`src/rtl/core/hp_rk4_pkg.sv`:
```
`default_nettype none
package hp_rk4_pkg;

	localparam int AXES = 3;
	localparam int AXW = (AXES > 1) ? $clog2(AXES) : 1;
	localparam int DIV_STEPS = 5;
	localparam int CW = $clog2(DIV_STEPS);

	typedef enum logic [1:0] {
		OP_LOAD_FIRST  = 2'd0,
		OP_LOAD_SECOND = 2'd1,
		OP_STEP        = 2'd2,
		OP_NONE        = 2'd3
	} opcode_t;

	localparam logic [1:0] REG_GAIN_FIRST  = 2'd0;
	localparam logic [1:0] REG_GAIN_SECOND = 2'd1;
	localparam logic [1:0] REG_TIME_STEP   = 2'd2;

	// state quantities, also the index of the matching derivative term
	localparam logic [1:0] Q_VEL1 = 2'd0;
	localparam logic [1:0] Q_VEL2 = 2'd1;
	localparam logic [1:0] Q_POS1 = 2'd2;
	localparam logic [1:0] Q_POS2 = 2'd3;

	typedef struct packed {
		opcode_t            opcode;
		logic signed [31:0] load_x;
		logic signed [31:0] load_y;
		logic signed [31:0] load_z;
	} in_item_t;

	typedef struct packed {
		logic signed [31:0] first_x;
		logic signed [31:0] first_y;
		logic signed [31:0] first_z;
		logic signed [31:0] second_x;
		logic signed [31:0] second_y;
		logic signed [31:0] second_z;
		logic               saturated;
	} out_item_t;

	typedef struct packed {
		logic signed [31:0] value;
		logic               hit;
	} sat_t;

	typedef struct packed {
		logic           capture;
		logic           load;
		logic           prep;
		logic           diff;
		logic           mul;
		logic           div_load;
		logic           div_step;
		logic           update;
		logic           out_load;
		logic [1:0]     stage;
		logic [1:0]     quant;
		logic [AXW-1:0] axis;
	} cmd_t;

	function automatic sat_t sat32(input logic signed [39:0] v);
		sat_t r;
		if (v > 40'sd2147483647) begin
			r.value = 32'sh7fffffff;
			r.hit = 1'b1;
		end else if (v < -40'sd2147483648) begin
			r.value = 32'sh80000000;
			r.hit = 1'b1;
		end else begin
			r.value = v[31:0];
			r.hit = 1'b0;
		end
		return r;
	endfunction

endpackage
`default_nettype wire

```
`src/rtl/core/hp_rk4_ctrl.sv`:
```
`default_nettype none
module hp_rk4_ctrl (
	input  wire logic                clk,
	input  wire logic                arst_n,
	input  wire logic                in_valid,
	input  wire hp_rk4_pkg::opcode_t opcode,
	output logic                     in_ready,
	output logic                     out_valid,
	input  wire logic                out_ready,
	output hp_rk4_pkg::cmd_t         cmd
);

	typedef enum logic [9:0] {
		S_IDLE  = 10'b0000000001,
		S_LOAD  = 10'b0000000010,
		S_PREP  = 10'b0000000100,
		S_DIFF  = 10'b0000001000,
		S_MUL   = 10'b0000010000,
		S_DRAIN = 10'b0000100000,
		S_DIVLD = 10'b0001000000,
		S_DIV   = 10'b0010000000,
		S_UPD   = 10'b0100000000,
		S_OUT   = 10'b1000000000
	} state_t;

	state_t                     state_q;
	logic [1:0]                 stage_q;
	logic [1:0]                 quant_q;
	logic [hp_rk4_pkg::AXW-1:0] axis_q;
	logic [hp_rk4_pkg::CW-1:0]  cnt_q;
	logic                       out_valid_q;
	logic                       axis_last;
	logic                       out_free;

	assign axis_last = (axis_q == hp_rk4_pkg::AXW'(hp_rk4_pkg::AXES - 1));
	assign out_free = !out_valid_q || out_ready;
	assign in_ready = (state_q == S_IDLE);
	assign out_valid = out_valid_q;

	always_comb begin
		cmd = '0;
		cmd.stage = stage_q;
		cmd.quant = quant_q;
		cmd.axis = axis_q;
		cmd.capture = (state_q == S_IDLE) && in_valid;
		cmd.load = (state_q == S_LOAD);
		cmd.prep = (state_q == S_PREP);
		cmd.diff = (state_q == S_DIFF);
		cmd.mul = (state_q == S_MUL);
		cmd.div_load = (state_q == S_DIVLD);
		cmd.div_step = (state_q == S_DIV);
		cmd.update = (state_q == S_UPD);
		cmd.out_load = (state_q == S_OUT) && out_free;
	end

	always_ff @(posedge clk or negedge arst_n) begin
		if (!arst_n) begin
			state_q <= S_IDLE;
			stage_q <= '0;
			quant_q <= '0;
			axis_q <= '0;
			cnt_q <= '0;
			out_valid_q <= 1'b0;
		end else begin
			if (cmd.out_load)
				out_valid_q <= 1'b1;
			else if (out_ready)
				out_valid_q <= 1'b0;
			unique case (state_q)
				S_IDLE: begin
					stage_q <= '0;
					quant_q <= '0;
					axis_q <= '0;
					if (in_valid) begin
						unique case (opcode)
							hp_rk4_pkg::OP_LOAD_FIRST,
							hp_rk4_pkg::OP_LOAD_SECOND: state_q <= S_LOAD;
							hp_rk4_pkg::OP_STEP: state_q <= S_PREP;
							hp_rk4_pkg::OP_NONE: state_q <= S_OUT;
						endcase
					end
				end
				S_LOAD: state_q <= S_OUT;
				S_PREP: state_q <= S_DIFF;
				S_DIFF: begin
					quant_q <= '0;
					state_q <= S_MUL;
				end
				S_MUL: begin
					quant_q <= quant_q + 2'd1;
					if (quant_q == 2'd3)
						state_q <= S_DRAIN;
				end
				S_DRAIN: begin
					if (axis_last) begin
						axis_q <= '0;
						if (stage_q == 2'd3) begin
							quant_q <= '0;
							state_q <= S_DIVLD;
						end else begin
							stage_q <= stage_q + 2'd1;
							state_q <= S_PREP;
						end
					end else begin
						axis_q <= axis_q + hp_rk4_pkg::AXW'(1);
						state_q <= S_PREP;
					end
				end
				S_DIVLD: begin
					cnt_q <= '0;
					state_q <= S_DIV;
				end
				S_DIV: begin
					cnt_q <= cnt_q + hp_rk4_pkg::CW'(1);
					if (cnt_q == hp_rk4_pkg::CW'(hp_rk4_pkg::DIV_STEPS - 1))
						state_q <= S_UPD;
				end
				S_UPD: begin
					quant_q <= quant_q + 2'd1;
					if (quant_q == 2'd3) begin
						if (axis_last) begin
							state_q <= S_OUT;
						end else begin
							axis_q <= axis_q + hp_rk4_pkg::AXW'(1);
							state_q <= S_DIVLD;
						end
					end else begin
						state_q <= S_DIVLD;
					end
				end
				S_OUT: begin
					if (out_free)
						state_q <= S_IDLE;
				end
				default: state_q <= S_IDLE;
			endcase
		end
	end

endmodule
`default_nettype wire

```
`config.mk`:
```
export PLATFORM = sky130hd
export DESIGN_NAME = hp_rk4_ctrl
export DESIGN_NICKNAME = d
export VERILOG_FILES = /design/src/rtl/core/hp_rk4_pkg.sv /design/src/rtl/core/hp_rk4_ctrl.sv
export SDC_FILE = /design/constraint.sdc
export NUM_CORES = 1
export LEC_CHECK = 0
export ABC_AREA = 0
export BUFFER_PORTS_ARGS = -buffer_cell sky130_fd_sc_hd__buf_4
export CAP_MARGIN = 20
export CORE_MARGIN = 3
export CORE_UTILIZATION = 48
export DETAILED_ROUTE_END_ITERATION = 16
export PLACE_DENSITY_LB_ADDON = 0.25
export SLEW_MARGIN = 20
export SYNTH_ARGS = -nofsm -noshare
export SYNTH_HDL_FRONTEND = slang
export SYNTH_SLANG_ARGS = --single-unit
```
`constraint.sdc`:
```
create_clock -name clk -period 2.1 [get_ports clk]
set_clock_uncertainty 0.15 [all_clocks]
set_input_delay 0.21 -clock clk [delete_from_list [all_inputs] [get_ports clk]]
set_output_delay 0.21 -clock clk [all_outputs]
set_load 0.005 [all_outputs]
```
==> qor.yml, run 1 <==
status: "finished, violations left"
violations: "setup timing"
tns_ns: -2.51
synth_commonest_cells: "19 x dfrtp_1, 12 x inv_1, 8 x nand2_1"
grt_overflow: 0
rr_worst_depth: 8
holdPathEnd: "state_q[2]$_DFFE_PN0P_"
peakVddDrop_uv: 1000
dp_slack_ns: -0.0314
rr_startpoint: "state_q[2]$_DFFE_PN0P_"
ys_async_sr_fraction_pct: 100
firstDrtPassIters: 5
yosysUniqueCellTypes: 45
rr_endpoint: "state_q[8]$_DFFE_PN0P_"
rsz0062_at_grt: "true"
clkSlewWorstSetupHoldPaths_ns: 0.13
wl_per_cell_um: 20.5
dp_hpwl_um: 2420
final_antenna_net_count: 0
synth_top_area_share_pct: 37.5
worstHoldStart: "opcode[0]"
die_area_um2: 3290
clockBufferDepth: 2
initialDrtViolationCount: 97
die_w_um: 57.4
synth_nets: 142
routed_wl_um: 4520
synth_area_per_cell_um2: 9.82
core-area_um2: 2360
port-buffer-count: 22
synth_area_um2: 1270
synthTopCellsByArea: "dfrtp_1 38%, ha_1 6.9%, inv_1 3.6%, nor4_1 3.0%, and4b_1 2.4%"
dr_total_vias: 1388
cap_violations: 0
antenna_found_initial: 0
cts_num_sinks: 20
routabilityCongestion: 0.843
die_y_um: 57.4
synth_seq_cells: 20
cellLeakagePower_nw: 0.978
period_share_pct: 111
ys_seq_area_share_pct: 39.6
end_kind: "output pin"
grt_pass1_vias: 1277
antenna_cells: 0
relSlewSlack_pct: 72.2
grt_pass1_wl_um: 6030
fp-row-count: 17
final_max_slew_viol_count: 0
yosysMostFrequentCell: "dfrtp_1"
syn2layout_area_growth_pct: 59.7
cellPowerDensity_nw_per_um2: 1100
synth-edff-count: 0
finalSetupViolations: 21
worstSkewPairLatency_ns: 0.31
required_ns: 1.74
grt_start_max_net_pins: 21
numCtsBuffers: 3
htree_levels: 1
hold_depth: 3
ys.flop_type: "dfrtp_1"
min_path_type: "in2reg"
whs_ns: 0.0836
cp-start-kind: "flop"
final_nets: 206
worst_slew_pin_slew_ns: 0.413
yosysWarnings: 0
grt.total_usage_pct: 23.5
final.min_clock_period_ns: 2.33
synth_area_leader_cell: "dfrtp_1"
setup.worst_path.class: "reg2out"
start_util_pct: 53.6
drc: 0
viasPerCell: 6.31
io_pins: 23
hold_viol: 0
setup_slack_ns: -0.232
cts-root-buf: "clkbuf_4"
r2r_setup_slack_ns: -0.20
postSynthCellCount: 129
drive_gt1_share_pct: 49.5
cp.arrival_ns: 1.97
cts_tree: "built"
fmax_mhz: 429
critPathMaxFanout: 5
-- repair_timing --
action,CTS,global route
pin swaps,7,14
setup endpoints to repair,14,21
gates resized for setup,17,22
hold buffers,4,0
endpoints found under the hold margin,23,0
setup buffers,8,12
-- kinds of logic after synthesis --
family,share of synthesized area [%]
multiplexers,5.04
XOR/XNOR,1.38
buffers and inverters,4.55
adder cells (fa/ha/maj),6.92
AND/OR/NAND/NOR,28.3
flip-flops,39.6
AO/OA/AOI/OAI,14.2
-- routing by layer --
metal	up-vias	GRT usage [%]	wire length [um]
met2	80	39.4	2100
met4	0	7.95	135
met5	-	0	0
li1	612	-	-
met1	678	31.0	1960
met3	18	3.17	318
-- sequential cells by signal, summed over array words and instances (netlist names) --
signal and cells:
axis_q 2, cnt_q 3, out_valid 1, quant_q 2
stage_q 2, state_q 10
-- critical path, stage by stage, from the launching register on --
cell	delay (ns)
dfrtp_1	0.43
buf_4	0.18
nor4_4	0.35
nand4b_1	0.24
inv_2	0.14
buf_6	0.11
and2_4	0.13
buf_6	0.08
-- area by class of cell --
cell class | instances | area (um2)
repair buffers | 62 | 524
multi-input cells | 94 | 862
inverters | 12 | 45.0
clock inverters | 1 | 30.0
well taps | 28 | 35.0
fillers | 116 | 339
clock buffers | 3 | 22.5
flip-flops and latches | 20 | 503
-- cells in the final DEF, fill, tap and decap left out, drive strengths merged, types with 3 or more instances in the layout --
| cell type | instances |
|---|---|
| mux2i | 3 |
| and2 | 3 |
| nand2 | 8 |
| nor3 | 6 |
| nor2b | 3 |
| or4 | 3 |
| dfrtp | 19 |
| nor2 | 5 |
| clkbuf | 3 |
| mux2 | 3 |
| and4b | 3 |
| o21ai | 6 |
| nand4 | 3 |
| nand4b | 3 |
| nand3 | 3 |
| inv | 12 |
| buf | 58 |
| ha | 7 |
| nor4 | 7 |
| dlygate4sd3 | 4 |
| nand2b | 3 |
-- worst max-delay path by stage --
stage | endpoint | start | cells past startpoint | slack (ns)
after floorplan | axis_q[0]$_DFFE_PN0P_ | state_q[2]$_DFFE_PN0P_ | 5 | -0.03
after global routing | cmd[14] | state_q[2]$_DFFE_PN0P_ | 7 | -0.23
final | cmd[14] | state_q[2]$_DFFE_PN0P_ | 7 | -0.23
after CTS | cmd[14] | state_q[4]$_DFFE_PN0P_ | 7 | -0.15
after detailed placement | quant_q[1]$_DFFE_PN0P_ | state_q[2]$_DFFE_PN0P_ | 5 | -0.03
after global placement | state_q[2]$_DFFE_PN0P_ | state_q[5]$_DFFE_PN0P_ | 4 | 0.04
-- through the flow --
step | power (mW) | area, um2 | instances | util [%]
after floorplan | 0.930 | 1320 | 129 | -
after global placement | 1.25 | 1630 | 193 | 68.9
after detailed placement | 1.27 | 1630 | 193 | 68.9
after CTS | 1.78 | 1840 | 209 | 78.1
after global routing | 2.32 | 2020 | 220 | 85.6
final | 2.23 | 2020 | 220 | 85.6
-- where the power goes --
group          internal, mW  switching [mW]
combinational         0.770           0.635
clock                 0.193           0.135
sequential            0.438          0.0575
total                  1.40           0.827
Power figures use the tool's default switching activity.
==> inputs of run 2 (changes only) <==
==> constraint.sdc (replaced) <==
create_clock -name clk -period 3 [get_ports clk]
set_clock_uncertainty 0.15 [all_clocks]
set_input_delay 0.3 -clock clk [delete_from_list [all_inputs] [get_ports clk]]
set_output_delay 0.3 -clock clk [all_outputs]
set_load 0.005 [all_outputs]
==> run 2 against run 1 <==
The run now ends clean. Non-clock buffer count decreased by 35. Power decreased by 59%. Core utilization fell by 21 points. Critical path depth shrank 2. Sequential share of layout area is 8.0 points higher. Worst hold slack got worse by 0.054 ns. Critical endpoint unchanged. Global-route usage shrank 4.9 points. Highest routed layer unchanged. Setup slack improved by 0.58 ns. Combinational power fell by 69%. Register-to-register slack better by 0.72 ns. Via count down 20%. Cell count fell by 16%. Critical path type unchanged.
==> qor.yml, run 2 (same netlist as run 1, synthesis figures left out) <==
firstDrtPassIters: 4  # -1
numCtsBuffers: 3  # unchanged
grt_pass1_vias: 1065  # -17%
peakVddDrop_uv: 385  # -62%
largest_register_ffs: 10  # unchanged
relSlewSlack_pct: 61.1  # -11 points
fill_cells: 202  # +74%
core-area_um2: 2360  # unchanged
cts-root-buf: "clkbuf_4"
routabilityCongestion: 0.779  # -7.6%
critPathMaxFanout: 16  # +11
htree_levels: 1  # unchanged
min_path_type: "in2reg"
port-buffer-count: 22  # unchanged
dr_total_vias: 1117  # -20%
finalSetupViolations: 0  # -100%
grt.total_usage_pct: 18.6  # -4.9 points
top_regs: "state_q (10), cnt_q (3)"
period_share_pct: 88.3
final.min_clock_period_ns: 2.65
rsz0062_at_grt: "false"
mostFrequentLayoutCells: "24 x buf_4, 19 x dfrtp_1, 12 x inv_1, 8 x nand2_1, 7 x ha_1"
worstSkewPairLatency_ns: 0.30  # about the same
dp_hpwl_um: 2070  # -15%
final_antenna_net_count: 0  # unchanged
cts_num_sinks: 20  # unchanged
wl_per_cell_um: 15.2  # -26%
drc: 0  # unchanged
cp.arrival_ns: 2.20  # +0.23 ns
cap_violations: 0  # unchanged
antenna_cells: 0  # unchanged
setup.worst_path.class: "reg2out"
initialDrtViolationCount: 65  # -33%
grt_start_max_net_pins: 21  # unchanged
cellPowerDensity_nw_per_um2: 595  # -46%
slowest_delay_ns: 0.57  # +0.14 ns
worst_slew_pin_slew_ns: 0.579  # +0.166 ns
routed_wl_um: 2810  # -38%
hold_viol: 0  # unchanged
status: "complete, no violations"
viasPerCell: 6.04  # -4.3%
antenna_found_initial: 0  # unchanged
grt_pass1_wl_um: 4820  # -20%
dp_slack_ns: 0.583  # +0.615 ns
cts_tree: "built"
die_w_um: 57.4  # unchanged
cp_slowest_cell: "nor4_2"
cellLeakagePower_nw: 0.755  # -23%
die_area_um2: 3290  # unchanged
fmax_mhz: 378
fp-row-count: 17  # unchanged
grt_overflow: 0  # unchanged
top_register: "state_q"
ctsResizeCount: 0  # -17
drive_gt1_share_pct: 24.8  # -25 points
tns_ns: 0  # +2.51 ns
r2r_setup_slack_ns: 0.52  # +0.72 ns
required_ns: 2.55  # +0.81 ns
setup_slack_ns: 0.352  # +0.584 ns
clockBufferDepth: 2  # unchanged
cp-start-kind: "flop"
final_nets: 171  # -17%
final_core_util_pct: 64.6  # -21 points
crit_chain: "nor4_2, nand4b_1, inv_1, and2_1, buf_4"
io_pins: 23  # unchanged
start_util_pct: 53.6  # unchanged
end_kind: "output pin"
final_max_slew_viol_count: 0  # unchanged
clkSlewWorstSetupHoldPaths_ns: 0.11  # -0.02 ns
layout_commonest_cell: "buf_4"
syn2layout_area_growth_pct: 20.5
die_y_um: 57.4  # unchanged
## run 2: cell types whose count changed in the layout (fill, tap and decap cells not counted), sizes merged
cell,change
clkbuf,+1
buf,-34
bufinv,-1
dlygate4sd3,-1
## run 2: metal layers
metal	GRT usage [%]	vias to the layer above	share of wire, %
met3	5.20	2	6.6
met2	29.4	42	47
li1	-	535	-
met5	0	-	0
met4	5.63	0	0.71
met1	24.7	538	46
## run 2: repair_timing
action                                  4_1_cts  5_1_grt
setup buffers                                 0        0
endpoints found under the setup margin        0        0
endpoints found under the hold margin        22        0
hold buffers                                  3        0
## run 2: critical path, delay by kind of cell (launching register included)
family / cells / cell delay [ns]
flops: 1 / 0.56
simple gates: 3 / 1.03
buf+inv: 2 / 0.30
## run 2: cell type report
type                    instances  area (um2)  share of cell area [%]
flip-flops and latches         20         502                    32.9
inverters                      12        45.0                    2.95
multi-input cells              94         707                    46.3
repair buffers                 27         210                    13.8
clock buffers                   4        26.3                    1.72
well taps                      28        35.0                    2.30
## run 2: worst paths after layout
kind / start / end / cells after the start
max: state_q[6]$_DFFE_PN0P_ / cmd[14] / 5
min: out_ready / out_valid$_DFFE_PN0P_ / 2
max reg2reg: state_q[6]$_DFFE_PN0P_ / state_q[2]$_DFFE_PN0P_ / 5
min reg2reg: quant_q[0]$_DFFE_PN0P_ / quant_q[0]$_DFFE_PN0P_ / 1
max in group asynchronous: arst_n / state_q[0]$_DFFE_PN1P_ / 2
min in group asynchronous: arst_n / stage_q[0]$_DFFE_PN0P_ / 2
## run 2: stage by stage
stage,hold WS [ns],power (mW),cell area (um2),cells
finish,0.0293,0.908,1530,185
global route,0.0238,0.971,1530,185
CTS,0.0196,0.911,1530,185
detailed placement,0.0472,0.772,1470,178
global placement,0.0465,0.760,1470,178
floorplan,-0.146,0.615,1270,129
## run 2: power by group
part	switching, mW	internal [mW]	total [mW]
sequential	0.0401	0.307	0.347
combinational	0.229	0.200	0.429
clock	0.0798	0.0519	0.132
==> inputs of run 3 (changes only) <==
--- a/config.mk
+++ b/config.mk
@@ -9,7 +9,7 @@
 export BUFFER_PORTS_ARGS = -buffer_cell sky130_fd_sc_hd__buf_4
 export CAP_MARGIN = 20
 export CORE_MARGIN = 3
-export CORE_UTILIZATION = 48
+export CORE_UTILIZATION = 59
 export DETAILED_ROUTE_END_ITERATION = 16
 export PLACE_DENSITY_LB_ADDON = 0.25
 export SLEW_MARGIN = 20
==> run 3 against run 2 <==
First-iteration DRC count decreased by 66%. Die area down 17%. Count of clock-buffer cells in the layout did not move. Wire length grew 6.0%. Global-route usage increased by 5.6 points. Sequential power hardly changed. Clock power increased by 22%. Register-to-register slack improved by 0.03 ns. Critical endpoint is now cmd[10]. Critical path depth fell by 1. Highest routed layer unchanged.
==> qor.yml, run 3 (same netlist as run 1, synthesis figures left out) <==
stdcell_area_um2: 1520  # -0.25%
period_share_pct: 86.4  # -1.9 points
firstDrtPassIters: 4  # unchanged
finalSetupViolations: 0  # unchanged
grt_pass1_vias: 1104  # +3.7%
placed_cell_area_um2: 1480  # +0.43%
cts-root-buf: "clkbuf_4"
cp-start-kind: "flop"
drive_gt1_share_pct: 26.3  # +1.4 points
final.min_clock_period_ns: 2.59  # -0.0573 ns
wl_per_cell_um: 16.3  # +7.1%
grt_overflow: 0  # unchanged
fp-row-count: 16  # -1
die_w_um: 52.3  # -8.8%
setup_slack_ns: 0.409  # +0.0573 ns
routabilityCongestion: 0.824  # +5.8%
setup.worst_path.class: "reg2out"
required_ns: 2.55  # about the same
whs_ns: 0.00871  # -0.0206 ns
path_delay_family: "simple AND/OR/NAND/NOR gates"
start_util_pct: 63.2  # +9.6 points
die_area_um2: 2740  # -17%
top_register: "state_q"
postCtsSetupBuffers: 0  # unchanged
core-area_um2: 2000  # -15%
antenna_found_initial: 0  # unchanged
end_kind: "output pin"
drc: 0  # unchanged
cap_violations: 0  # unchanged
routed_wl_um: 2980  # +6.0%
fmax_mhz: 386  # +2.2%
final_nets: 170  # -0.58%
rsz0062_at_grt: "false"
top_regs: "state_q (10), cnt_q (3)"
dp_hpwl_um: 2230  # +7.7%
worstSkewPairLatency_ns: 0.30  # about the same
die_y_um: 52.3  # -8.8%
largest_register_ffs: 10  # unchanged
grt.total_usage_pct: 24.2  # +5.6 points
port-buffer-count: 22  # unchanged
crit_chain: "or4b_2, or3_1, inv_1, buf_4"
min_path_type: "in2reg"
numCtsBuffers: 3  # unchanged
dp_slack_ns: 0.582  # -0.00133 ns
relSlewSlack_pct: 61.2  # +0.12 points
worst_slew_pin_slew_ns: 0.577  # -0.00180 ns
grt_pass1_wl_um: 5020  # +4.2%
mostFrequentLayoutCells: "25 x buf_4, 19 x dfrtp_1, 12 x inv_1, 8 x nand2_1, 7 x ha_1"
stdcell_count: 183  # -1.1%
critPathMaxFanout: 16  # unchanged
hold_viol: 0  # unchanged
placed_cells: 178  # unchanged
syn2layout_area_growth_pct: 20.2
tns_ns: 0  # unchanged
io_pins: 23  # unchanged
viasPerCell: 6.26  # +3.6%
final_antenna_net_count: 0  # unchanged
layout_commonest_cell: "buf_4"
htree_levels: 1  # unchanged
initialDrtViolationCount: 22  # -66%
slowest_delay_ns: 0.71  # +0.14 ns
cellPowerDensity_nw_per_um2: 623  # +4.7%
grt_start_max_net_pins: 21  # unchanged
antenna_cells: 0  # unchanged
dr_total_vias: 1145  # +2.5%
clkSlewWorstSetupHoldPaths_ns: 0.12  # about the same
cts_tree: "built"
cellLeakagePower_nw: 0.756  # +0.24%
peakVddDrop_uv: 563  # +46%
cts_num_sinks: 20  # unchanged
clockBufferDepth: 2  # unchanged
final_core_util_pct: 76.0  # +11 points
status: "complete, no violations"
final_max_slew_viol_count: 0  # unchanged
total_power_mw: 0.948  # +4.4%
cp_slowest_cell: "or4b_2"
cp.arrival_ns: 2.14  # -0.06 ns
cp_num_buf_inv: 2  # unchanged
fill_cells: 155  # -23%
run 3: cell count changes in the layout (fill, tap and decap cells not counted):
cell	change
buf_4	+1
clkbuf_8	+1
dlygate4sd3_1	-2
clkbuf_1	-1
run 3: routing by layer:
layer	up-vias	GRT usage, %	share of wire [%]	wire length, um
met5	-	0	0	0
met4	0	6.38	0.71	21
met3	4	4.27	7.0	208
met2	46	39.3	48	1430
met1	559	33.2	44	1320
li1	536	-	-	-
run 3: area by class of cell:
cell class | instances | area [um2] | area share, %
Clock buffer | 4 | 36.3 | 2.38
Inverter | 12 | 45.0 | 2.96
Multi-Input combinational cell | 94 | 707 | 46.5
Sequential cell | 20 | 502 | 33.0
Tap cell | 27 | 33.8 | 2.22
Timing Repair Buffer | 26 | 198 | 13.0
run 3: worst paths after layout:
| check | to | slack [ns] | cells past startpoint | from |
|---|---|---|---|---|
| setup reg to reg | axis_q[0]$_DFFE_PN0P_ | 0.55 | 4 | state_q[6]$_DFFE_PN0P_ |
| max in group asynchronous | state_q[0]$_DFFE_PN1P_ | 2.17 | 2 | arst_n |
| setup / recovery | cmd[10] | 0.41 | 4 | state_q[6]$_DFFE_PN0P_ |
| min in group asynchronous | axis_q[1]$_DFFE_PN0P_ | 0.25 | 2 | arst_n |
| hold reg to reg | quant_q[0]$_DFFE_PN0P_ | 0.37 | 1 | quant_q[0]$_DFFE_PN0P_ |
| hold / removal | state_q[1]$_DFFE_PN0P_ | 0.009 | 2 | opcode[1] |
run 3: power by group:
part           internal (mW)  leakage, nW  switching (mW)
Sequential             0.307        0.274          0.0388
Clock                 0.0740       0.0210          0.0865
Combinational          0.201        0.461           0.241
run 3: what timing repair did:
action                                  in CTS  in global routing
hold endpoints to repair                    20                  0
hold buffers                                 1                  0
endpoints found under the setup margin       0                  0
resized for setup                            0                  0
run 3: worst register-to-register path, stage by stage (launching register included):
cell,delay [ns]
dfrtp_1,0.57
or4b_2,0.75
nor3_2,0.31
a311o_1,0.24
mux2_1,0.33
